[config.mk]
export PLATFORM = sky130hd
export DESIGN_NAME = two_player_countdown_clock
export DESIGN_NICKNAME = d
export VERILOG_FILES = /design/src/hw/rtl/ctc_pkg.sv /design/src/hw/rtl/ctc_core.sv /design/src/hw/rtl/ctc_digits.sv /design/src/hw/rtl/two_player_countdown_clock.sv
export SDC_FILE = /design/constraint.sdc
export NUM_CORES = 2
export LEC_CHECK = 0
export ABC_AREA = 1
export BUFFER_PORTS_ARGS = -buffer_cell sky130_fd_sc_hd__buf_2
export CELL_PAD_IN_SITES_DETAIL_PLACEMENT = 0
export CELL_PAD_IN_SITES_GLOBAL_PLACEMENT = 1
export CORE_MARGIN = 2
export CORE_UTILIZATION = 45
export DETAILED_ROUTE_END_ITERATION = 8
export GPL_TIMING_DRIVEN = 0
export PLACE_DENSITY_LB_ADDON = 0.1
export SLEW_MARGIN = 5
export SYNTH_ARGS = -nofsm -noshare
export SYNTH_HDL_FRONTEND = slang
export SYNTH_SLANG_ARGS = --single-unit
[constraint.sdc]
create_clock -name clk_i -period 12.35 [get_ports clk_i]
set_clock_uncertainty 0.05 [all_clocks]
set_input_delay 1.235 -clock clk_i [delete_from_list [all_inputs] [get_ports clk_i]]
set_output_delay 1.235 -clock clk_i [all_outputs]
set_load 0.01 [all_outputs]
[src/hw/rtl/ctc_pkg.sv]
// Shared types, register codes and reset constants for the two-player countdown clock.
// Used by every module of the block; depends on nothing.
`timescale 1ns / 1ps

package ctc_pkg;

  localparam int unsigned TIME_BITS_DEF = 16;
  localparam int unsigned INC_W         = 14;
  localparam int unsigned CFG_DATA_W    = 16;
  localparam int unsigned CFG_IDX_W     = 3;

  typedef enum logic [1:0] {
    MODE_READY  = 2'd0,
    MODE_FIRST  = 2'd1,
    MODE_SECOND = 2'd2,
    MODE_HOLD   = 2'd3
  } ctc_mode_e;

  typedef enum logic [CFG_IDX_W-1:0] {
    CFG_INIT_TIME  = 3'd0,
    CFG_INIT_INC   = 3'd1,
    CFG_NEXT_TIME  = 3'd2,
    CFG_NEXT_INC   = 3'd3,
    CFG_PAUSE_TIME = 3'd4,
    CFG_PAUSE_INC  = 3'd5
  } ctc_cfg_e;

  localparam logic [CFG_DATA_W-1:0] INIT_TIME_RST  = 16'd600;
  localparam logic [INC_W-1:0]      INIT_INC_RST   = 14'd10;
  localparam logic [CFG_DATA_W-1:0] NEXT_TIME_RST  = 16'd1800;
  localparam logic [INC_W-1:0]      NEXT_INC_RST   = 14'd20;
  localparam logic [CFG_DATA_W-1:0] PAUSE_TIME_RST = 16'd3000;
  localparam logic [INC_W-1:0]      PAUSE_INC_RST  = 14'd10;

  typedef struct packed {
    logic tick;
    logic first_press;
    logic second_press;
    logic next_press;
    logic pause_press;
  } ctc_item_t;

  // Advance enables of the digit pipeline stages.
  typedef struct packed {
    logic adv_a;
    logic adv_b;
    logic adv_c;
    logic adv_out;
  } ctc_adv_t;

endpackage

[src/hw/rtl/ctc_core.sv]
// Input item register, preset registers and the clock state update.
// Depends on ctc_pkg.
`timescale 1ns / 1ps

module ctc_core #(
  parameter int unsigned TIME_BITS = ctc_pkg::TIME_BITS_DEF
) (
  input  logic                                  clk_i,
  input  logic                                  rst_ni,
  input  logic                                  cfg_valid_i,
  input  logic [ctc_pkg::CFG_IDX_W-1:0]         cfg_index_i,
  input  logic [ctc_pkg::CFG_DATA_W-1:0]        cfg_data_i,
  input  logic                                  load_i,
  input  ctc_pkg::ctc_item_t                    item_i,
  input  logic                                  step_i,
  output ctc_pkg::ctc_mode_e                    mode_o,
  output logic [TIME_BITS-1:0]                  first_time_o,
  output logic [TIME_BITS-1:0]                  second_time_o,
  output logic                                  buzz_o
);
  import ctc_pkg::*;

  localparam int unsigned XW = (TIME_BITS > CFG_DATA_W) ? TIME_BITS : CFG_DATA_W;
  localparam int unsigned SW = ((TIME_BITS > INC_W) ? TIME_BITS : INC_W) + 1;
  localparam logic [TIME_BITS-1:0] TMAX = {TIME_BITS{1'b1}};

  function automatic logic [TIME_BITS-1:0] cap_time(input logic [CFG_DATA_W-1:0] v);
    logic [XW-1:0] e;
    begin
      e = XW'(v);
      if (e > XW'(TMAX)) begin
        cap_time = TMAX;
      end else begin
        cap_time = TIME_BITS'(e);
      end
    end
  endfunction

  ctc_item_t              item_q;
  logic [CFG_DATA_W-1:0]  next_time_q, pause_time_q;
  logic [INC_W-1:0]       next_inc_q, pause_inc_q;
  ctc_mode_e              mode_q, mode_d;
  logic [TIME_BITS-1:0]   t1_q, t1_d, t2_q, t2_d;
  logic [INC_W-1:0]       inc_q, inc_d;
  logic                   buzz_q, buzz_d;

  logic [TIME_BITS-1:0]   cur_t, dec_t, run_t;
  logic [SW-1:0]          sum_t;
  logic                   own;
  ctc_mode_e              run_mode;
  logic                   run_buzz;

  always_ff @(posedge clk_i) begin
    if (load_i) begin
      item_q <= item_i;
    end
  end

  always_ff @(posedge clk_i or negedge rst_ni) begin
    if (!rst_ni) begin
      next_time_q  <= NEXT_TIME_RST;
      next_inc_q   <= NEXT_INC_RST;
      pause_time_q <= PAUSE_TIME_RST;
      pause_inc_q  <= PAUSE_INC_RST;
    end else if (cfg_valid_i) begin
      case (ctc_cfg_e'(cfg_index_i))
        CFG_NEXT_TIME:  next_time_q  <= cfg_data_i;
        CFG_NEXT_INC:   next_inc_q   <= cfg_data_i[INC_W-1:0];
        CFG_PAUSE_TIME: pause_time_q <= cfg_data_i;
        CFG_PAUSE_INC:  pause_inc_q  <= cfg_data_i[INC_W-1:0];
        default: ;
      endcase
    end
  end

  always_comb begin
    cur_t    = (mode_q == MODE_FIRST) ? t1_q : t2_q;
    own      = (mode_q == MODE_FIRST) ? item_q.first_press : item_q.second_press;
    dec_t    = (item_q.tick && (cur_t != '0)) ? cur_t - TIME_BITS'(1) : cur_t;
    sum_t    = SW'(dec_t) + SW'(inc_q);
    run_t    = dec_t;
    run_mode = mode_q;
    run_buzz = 1'b0;
    if (own) begin
      run_t    = (sum_t > SW'(TMAX)) ? TMAX : sum_t[TIME_BITS-1:0];
      run_mode = (mode_q == MODE_FIRST) ? MODE_SECOND : MODE_FIRST;
    end else if (dec_t == '0) begin
      run_t    = '0;
      run_mode = MODE_HOLD;
      run_buzz = 1'b1;
    end else if (item_q.pause_press) begin
      run_mode = MODE_READY;
    end
  end

  always_comb begin
    mode_d = mode_q;
    t1_d   = t1_q;
    t2_d   = t2_q;
    inc_d  = inc_q;
    buzz_d = 1'b0;
    case (mode_q)
      MODE_READY: begin
        if (item_q.first_press) begin
          mode_d = MODE_SECOND;
        end else if (item_q.second_press) begin
          mode_d = MODE_FIRST;
        end
        if (item_q.pause_press) begin
          t1_d  = cap_time(pause_time_q);
          t2_d  = cap_time(pause_time_q);
          inc_d = pause_inc_q;
        end else if (item_q.next_press) begin
          t1_d  = cap_time(next_time_q);
          t2_d  = cap_time(next_time_q);
          inc_d = next_inc_q;
        end
      end
      MODE_FIRST: begin
        t1_d   = run_t;
        mode_d = run_mode;
        buzz_d = run_buzz;
      end
      MODE_SECOND: begin
        t2_d   = run_t;
        mode_d = run_mode;
        buzz_d = run_buzz;
      end
      default: begin
        buzz_d = item_q.first_press || item_q.second_press;
        if (item_q.next_press || item_q.pause_press) begin
          mode_d = MODE_READY;
        end
      end
    endcase
  end

  always_ff @(posedge clk_i or negedge rst_ni) begin
    if (!rst_ni) begin
      mode_q <= MODE_READY;
      t1_q   <= cap_time(INIT_TIME_RST);
      t2_q   <= cap_time(INIT_TIME_RST);
      inc_q  <= INIT_INC_RST;
      buzz_q <= 1'b0;
    end else if (step_i) begin
      mode_q <= mode_d;
      t1_q   <= t1_d;
      t2_q   <= t2_d;
      inc_q  <= inc_d;
      buzz_q <= buzz_d;
    end
  end

  assign mode_o        = mode_q;
  assign first_time_o  = t1_q;
  assign second_time_o = t2_q;
  assign buzz_o        = buzz_q;

endmodule

[src/hw/rtl/ctc_digits.sv]
// Pipeline that turns a remaining time in tenths into minute and second digits.
// Divides by 10, 600 and 6000 via reciprocal multiplication and one correction.
// Depends on ctc_pkg.
`timescale 1ns / 1ps

module ctc_digits #(
  parameter int unsigned TIME_BITS = ctc_pkg::TIME_BITS_DEF
) (
  input  logic                  clk_i,
  input  ctc_pkg::ctc_adv_t     adv_i,
  input  logic [TIME_BITS-1:0]  time_i,
  output logic [3:0]            min_tens_o,
  output logic [3:0]            min_ones_o,
  output logic [2:0]            sec_tens_o,
  output logic [3:0]            sec_ones_o
);
  import ctc_pkg::*;

  localparam int unsigned W  = TIME_BITS;
  localparam int unsigned PW = 2 * W;
  localparam int unsigned CW = W + 1;
  localparam logic [W-1:0]  K10   = W'((64'd1 << W) / 10);
  localparam logic [W-1:0]  K600  = W'((64'd1 << W) / 600);
  localparam logic [W-1:0]  K6000 = W'((64'd1 << W) / 6000);
  localparam logic [CW-1:0] D10   = CW'(10);
  localparam logic [CW-1:0] D60   = CW'(60);
  localparam logic [CW-1:0] D600  = CW'(600);
  localparam logic [CW-1:0] D6000 = CW'(6000);

  logic [PW-1:0]  p10, p600, p6000, pm;
  logic [W-1:0]   t_a_q, q10_a_q, q600_a_q, q6000_a_q;
  logic [CW-1:0]  r10, r600, r6000;
  logic [CW-1:0]  s_d, m60_d, m600_d;
  logic [CW-1:0]  s_b_q, m60_b_q, m600_b_q;
  logic [CW-1:0]  r60_full, mo_full;
  logic [5:0]     r60_c_q;
  logic [3:0]     min_ones_c_q;
  logic [CW-1:0]  m600_c_q;
  logic [W-1:0]   qm_c_q;
  logic [CW-1:0]  rm, mt_full;
  logic [2:0]     st;
  logic [5:0]     so_full;

  assign p10   = PW'(time_i) * PW'(K10);
  assign p600  = PW'(time_i) * PW'(K600);
  assign p6000 = PW'(time_i) * PW'(K6000);

  always_ff @(posedge clk_i) begin
    if (adv_i.adv_a) begin
      t_a_q     <= time_i;
      q10_a_q   <= p10[PW-1:W];
      q600_a_q  <= p600[PW-1:W];
      q6000_a_q <= p6000[PW-1:W];
    end
  end

  always_comb begin
    r10    = CW'(t_a_q) - CW'(q10_a_q) * D10;
    r600   = CW'(t_a_q) - CW'(q600_a_q) * D600;
    r6000  = CW'(t_a_q) - CW'(q6000_a_q) * D6000;
    s_d    = CW'(q10_a_q)   + ((r10   >= D10)   ? CW'(1) : CW'(0));
    m60_d  = CW'(q600_a_q)  + ((r600  >= D600)  ? CW'(1) : CW'(0));
    m600_d = CW'(q6000_a_q) + ((r6000 >= D6000) ? CW'(1) : CW'(0));
  end

  always_ff @(posedge clk_i) begin
    if (adv_i.adv_b) begin
      s_b_q    <= s_d;
      m60_b_q  <= m60_d;
      m600_b_q <= m600_d;
    end
  end

  assign r60_full = s_b_q - m60_b_q * D60;
  assign mo_full  = m60_b_q - m600_b_q * D10;
  assign pm       = PW'(m600_b_q[W-1:0]) * PW'(K10);

  always_ff @(posedge clk_i) begin
    if (adv_i.adv_c) begin
      r60_c_q      <= r60_full[5:0];
      min_ones_c_q <= mo_full[3:0];
      m600_c_q     <= m600_b_q;
      qm_c_q       <= pm[PW-1:W];
    end
  end

  always_comb begin
    rm      = m600_c_q - CW'(qm_c_q) * D10;
    mt_full = (rm >= D10) ? rm - D10 : rm;
    if (r60_c_q >= 6'd50) begin
      st = 3'd5;
    end else if (r60_c_q >= 6'd40) begin
      st = 3'd4;
    end else if (r60_c_q >= 6'd30) begin
      st = 3'd3;
    end else if (r60_c_q >= 6'd20) begin
      st = 3'd2;
    end else if (r60_c_q >= 6'd10) begin
      st = 3'd1;
    end else begin
      st = 3'd0;
    end
    so_full = r60_c_q - 6'(st) * 6'd10;
  end

  always_ff @(posedge clk_i) begin
    if (adv_i.adv_out) begin
      min_tens_o <= mt_full[3:0];
      min_ones_o <= min_ones_c_q;
      sec_tens_o <= st;
      sec_ones_o <= so_full[3:0];
    end
  end

endmodule

[src/hw/rtl/two_player_countdown_clock.sv]
// Two-player countdown clock with increment: top level with pipeline control.
// The result of an item comes out with out_valid_o; one item per cycle unless stalled.
// The state update takes one stage; the digit conversion of both times takes four more.
// Each stage holds while the one after it is full and stalled, so ready needs no idle state.
// Reset loads the default presets, ready mode and the default time for both players.
// Depends on ctc_pkg, ctc_core and ctc_digits.
`timescale 1ns / 1ps

module two_player_countdown_clock #(
  parameter int unsigned TIME_BITS = ctc_pkg::TIME_BITS_DEF
) (
  input  logic                            clk_i,
  input  logic                            rst_ni,
  input  logic                            cfg_valid_i,
  output logic                            cfg_ready_o,
  input  logic [ctc_pkg::CFG_IDX_W-1:0]   cfg_index_i,
  input  logic [ctc_pkg::CFG_DATA_W-1:0]  cfg_data_i,
  input  logic                            in_valid_i,
  output logic                            in_stall_o,
  input  logic                            tick_i,
  input  logic                            first_press_i,
  input  logic                            second_press_i,
  input  logic                            next_press_i,
  input  logic                            pause_press_i,
  output logic                            out_valid_o,
  input  logic                            out_stall_i,
  output logic [1:0]                      mode_now_o,
  output logic [3:0]                      first_min_tens_o,
  output logic [3:0]                      first_min_ones_o,
  output logic [2:0]                      first_sec_tens_o,
  output logic [3:0]                      first_sec_ones_o,
  output logic [3:0]                      second_min_tens_o,
  output logic [3:0]                      second_min_ones_o,
  output logic [2:0]                      second_sec_tens_o,
  output logic [3:0]                      second_sec_ones_o,
  output logic                            buzz_o
);
  import ctc_pkg::*;

  localparam int unsigned NSTG = 6;

  logic [NSTG-1:0]       v_q;
  logic [NSTG-1:0]       en;
  ctc_item_t             item;
  ctc_adv_t              adv;
  ctc_mode_e             mode_s1;
  logic                  buzz_s1;
  logic [TIME_BITS-1:0]  t1_s1, t2_s1;
  ctc_mode_e             mode_p_q [4];
  logic                  buzz_p_q [4];

  always_comb begin
    en[NSTG-1] = !v_q[NSTG-1] || !out_stall_i;
    for (int k = NSTG - 2; k >= 0; k--) begin
      en[k] = !v_q[k] || en[k+1];
    end
  end

  always_ff @(posedge clk_i or negedge rst_ni) begin
    if (!rst_ni) begin
      v_q <= '0;
    end else begin
      if (en[0]) begin
        v_q[0] <= in_valid_i;
      end
      for (int k = 1; k < NSTG; k++) begin
        if (en[k]) begin
          v_q[k] <= v_q[k-1];
        end
      end
    end
  end

  assign item = '{tick: tick_i, first_press: first_press_i, second_press: second_press_i,
                  next_press: next_press_i, pause_press: pause_press_i};
  assign adv  = '{adv_a: en[2], adv_b: en[3], adv_c: en[4], adv_out: en[5]};

  ctc_core #(
    .TIME_BITS (TIME_BITS)
  ) u_core (
    .clk_i         (clk_i),
    .rst_ni        (rst_ni),
    .cfg_valid_i   (cfg_valid_i),
    .cfg_index_i   (cfg_index_i),
    .cfg_data_i    (cfg_data_i),
    .load_i        (en[0]),
    .item_i        (item),
    .step_i        (en[1] && v_q[0]),
    .mode_o        (mode_s1),
    .first_time_o  (t1_s1),
    .second_time_o (t2_s1),
    .buzz_o        (buzz_s1)
  );

  ctc_digits #(
    .TIME_BITS (TIME_BITS)
  ) u_digits_first (
    .clk_i      (clk_i),
    .adv_i      (adv),
    .time_i     (t1_s1),
    .min_tens_o (first_min_tens_o),
    .min_ones_o (first_min_ones_o),
    .sec_tens_o (first_sec_tens_o),
    .sec_ones_o (first_sec_ones_o)
  );

  ctc_digits #(
    .TIME_BITS (TIME_BITS)
  ) u_digits_second (
    .clk_i      (clk_i),
    .adv_i      (adv),
    .time_i     (t2_s1),
    .min_tens_o (second_min_tens_o),
    .min_ones_o (second_min_ones_o),
    .sec_tens_o (second_sec_tens_o),
    .sec_ones_o (second_sec_ones_o)
  );

  always_ff @(posedge clk_i) begin
    if (en[2]) begin
      mode_p_q[0] <= mode_s1;
      buzz_p_q[0] <= buzz_s1;
    end
    for (int k = 1; k < 4; k++) begin
      if (en[k+2]) begin
        mode_p_q[k] <= mode_p_q[k-1];
        buzz_p_q[k] <= buzz_p_q[k-1];
      end
    end
  end

  assign cfg_ready_o = 1'b1;
  assign in_stall_o  = !en[0];
  assign out_valid_o = v_q[NSTG-1];
  assign mode_now_o  = mode_p_q[3];
  assign buzz_o      = buzz_p_q[3];

endmodule

==> summary.md <==
| Metric | Value |
|---|---|
| Syn avg cell area | `around 9 um2` |
| Final setup viols | `0` |
| Routed WL | `83300 um` |
| Post-synthesis mux area share | `less than 1%` |
| Core footprint | `between 70000 and 80000 um2` |
| Largest family of logic cells by synthesized area | `adder cells` |
| Main synth FF type | `edfxtp_1` |
| RSZ-0062 raised after global routing | `no` |
| First-pass GRT wire length | `between 100000 and 150000 um` |
| Slew Limit Fails | `0` |
| IO buf count | `63` |
| Max cap viols | `0` |
| DP HPWL | `67800 um` |
| Setup Slack @ Placement | `between 6 and 7 ns` |
| # IOs | `65` |
| CTS sink cnt | `approximately 310` |
| Resized cells post-CTS | `0` |
| Fin crit share | `47.1%` |
| CTS tree | `yes` |
| Detailed Routing Iterations Pass 1 | `5` |
| TritonCTS Buffers | `37` |
| Compound-Gate Fraction of Synth Area | `between 10% and 20%` |
| Layout cells sized above 1 | `5.57%` |
| Status | `finished, final reports clean` |
| Grt total ovfl | `0` |
| Commonest non-fill, non-tap cell in the layout | `ha_1` |
| Max-slew headroom | `36.9%` |
| Cells after Synth | `roughly 4000` |
| Synth Area in Adders | `just under 40%` |
| Post-synthesis simple-gate area fraction | `between 10% and 20%` |
| Nets | `between 4000 and 5000` |
| Hold Fails Final Rpt | `0` |
| Post-synthesis xor/xnor area fraction | `under 10%` |
| Die X-Extent | `283 um` |
| Vias in the first global route | `roughly 26000` |
| Final antenna-violating net count | `0` |
| Area Overhead vs Synth | `8.09%` |
| Starting Density | `45.4%` |
| Hold-fix buffers, CTS | `0` |
| Post-synth ARST share | `between 30% and 40%` |
| Largest net degree at the start of global routing | `between 70 and 80` |
| Yosys warns | `0` |
| Syn Nets | `4878` |
| HP Class | `reg2reg` |
| Post-synth cell types | `between 50 and 60` |
| Drt via density | `around 5.1` |
| Die area | `80200 um2` |
| Number of enable flip-flop cells after synthesis | `193` |
| H-tree depth | `2` |
| Routability cong. | `0.852` |
| Worst endpoint data arrival time | `~6.1 ns` |
| Clk_lat worst skew | `between 0.5 and 0.6 ns` |
| Routed via count | `25742` |
| Setup crit end kind | `register` |
| DRC Markers | `0` |
| GRT Util Overall | `21.2%` |
| FF+latch count, synth | `a little over 300` |
| Core Rows | `~100` |
| Synth Cell Area | `around 35000 um2` |
| CP Launch Type | `register` |
| Root Driver | `clkbuf_16` |
| Placed insts | `between 5000 and 6000` |
| PnR worst setup slack | `6.54 ns` |
| Clock tree buffer depth | `3` |
| Sequential area share after synthesis | `approximately a quarter` |
| CP Max Fanout | `11` |
| Non-filler cells, final | `5078` |
| WHS | `0.360 ns` |
| Setup Fix Bufs, Post-CTS | `0` |
| Post-layout min period | `~5.8 ns` |
| Initial DRC count | `between 900 and 1000` |
| Initial antenna violation count | `1` |
| WP data required | `about 13 ns` |
| Clock-pin transition on the worst setup and hold timing paths | `about 0.060 ns` |
| Worst-margin pin slew | `0.946 ns` |
| Critical path type | `reg2reg` |
| Ant diodes | `0` |
| Setup TNS | `0 ns` |
| Most frequent cells in the layout | `711 x ha_1, 668 x nand2_1, 643 x inv_1` |
| Fmax | `about 170 MHz` |
| WL/cell | `approximately 16 um` |
| Die height | `approximately 280 um` |
-- cells in the mapped netlist (all sizes together) (16+ instances only) --
master / n / area [um2]
ha: 711 / 8900
nand2: 689 / 2650
inv: 648 / 2430
a21oi: 279 / 1410
o21ai: 234 / 1170
fa: 231 / 4620
edfxtp: 193 / 5800
nor2: 173 / 702
xor2: 135 / 1180
nand3: 115 / 581
dfrtp: 90 / 2250
xnor2: 75 / 657
nand4: 46 / 288
nor3: 31 / 155
clkbuf: 26 / 97.6
dfstp: 25 / 657
or2: 25 / 156
o21a: 18 / 135
a31oi: 16 / 106
buf: 16 / 116
o211ai: 16 / 120
-- through the flow --
step	cell area [um2]	util [%]
2_1_floorplan	35100	-
3_3_place_gp	36700	47.5
3_5_place_dp	36800	47.6
4_1_cts	37900	49.0
5_1_grt	37900	49.0
6_report	37900	49.0
-- state kept, by name, indices dropped and copies added, names as in the netlist, 6 cells and up --
register	count
u_core.first_time_o	16
u_core.next_time_q	16
u_core.pause_time_q	16
u_core.second_time_o	16
u_digits_first.t_a_q	15
u_digits_second.t_a_q	15
u_core.inc_q	14
u_core.next_inc_q	14
u_core.pause_inc_q	14
u_digits_first.q10_a_q	13
u_digits_second.q10_a_q	13
mode_p_q	8
u_digits_first.q600_a_q	7
u_digits_second.q600_a_q	7
u_digits_first.r60_c_q	6
u_digits_first.s_b_q	6
u_digits_second.r60_c_q	6
u_digits_second.s_b_q	6
v_q	6
-- critical path, cell delays in order (launching register included) --
cell and delay [ns]:
dfrtp_1 0.86, ha_1 0.36, inv_1 0.22, fa_1 0.44
inv_1 0.09, fa_1 0.42, fa_1 0.53, fa_1 0.50
ha_1 0.33, nand2_1 0.08, nor2_1 0.15, nand4_1 0.09
o211ai_1 0.42, a21oi_1 0.20, o21bai_1 0.24, a21boi_0 0.22
o21ai_0 0.24, xor2_1 0.10
-- per-layer routing --
layer	routed length [um]	part of all wire [%]	GRT usage, %
met5	0	0	0
met4	2210	2.6	5.69
met3	2340	2.8	1.98
met2	37000	44	34.3
met1	41800	50	30.5
-- final timing paths --
check                                                         from                              endpoint  slack [ns]  cells past startpoint
min in group asynchronous                                   rst_ni                    v_q[4]$_DFFE_PN0P_        0.57                      1
worst min register to register            mode_p_q[0][0]$_DFFE_PP_              mode_p_q[1][0]$_DFFE_PP_        0.36                      0
worst max-delay path            u_core.first_time_o[7]$_DFFE_PN0P_  u_digits_first.q10_a_q[12]$_DFFE_PP_        6.54                     17
worst max register to register  u_core.first_time_o[7]$_DFFE_PN0P_  u_digits_first.q10_a_q[12]$_DFFE_PP_        6.54                     17
max in group asynchronous                                   rst_ni    u_core.pause_time_q[3]$_DFFE_PN1P_       10.93                      2
worst min-delay path                      mode_p_q[0][0]$_DFFE_PP_              mode_p_q[1][0]$_DFFE_PP_        0.36                      0
-- cell type report --
class / count / area [um2]
multi-input cells: 2908 / 23700
repair buffers: 66 / 389
flip-flops and latches: 308 / 8700
well taps: 1040 / 1300
clock inverters: 15 / 129
fillers: 7591 / 39400
plain buffers: 42 / 214
inverters: 649 / 2440
clock buffers: 50 / 1010
-- logic make-up after synthesis --
group / count (synthesis)
flops: 308
compound gates: 640
fa+ha+maj: 942
xor+xnor: 210
other cells: 1
simple gates: 1103
mux: 12
buf+inv: 691
Power is left out: the tool's default activity adds up to more than one toggle a clock period on the data nets, which glitch-free logic cannot reach.
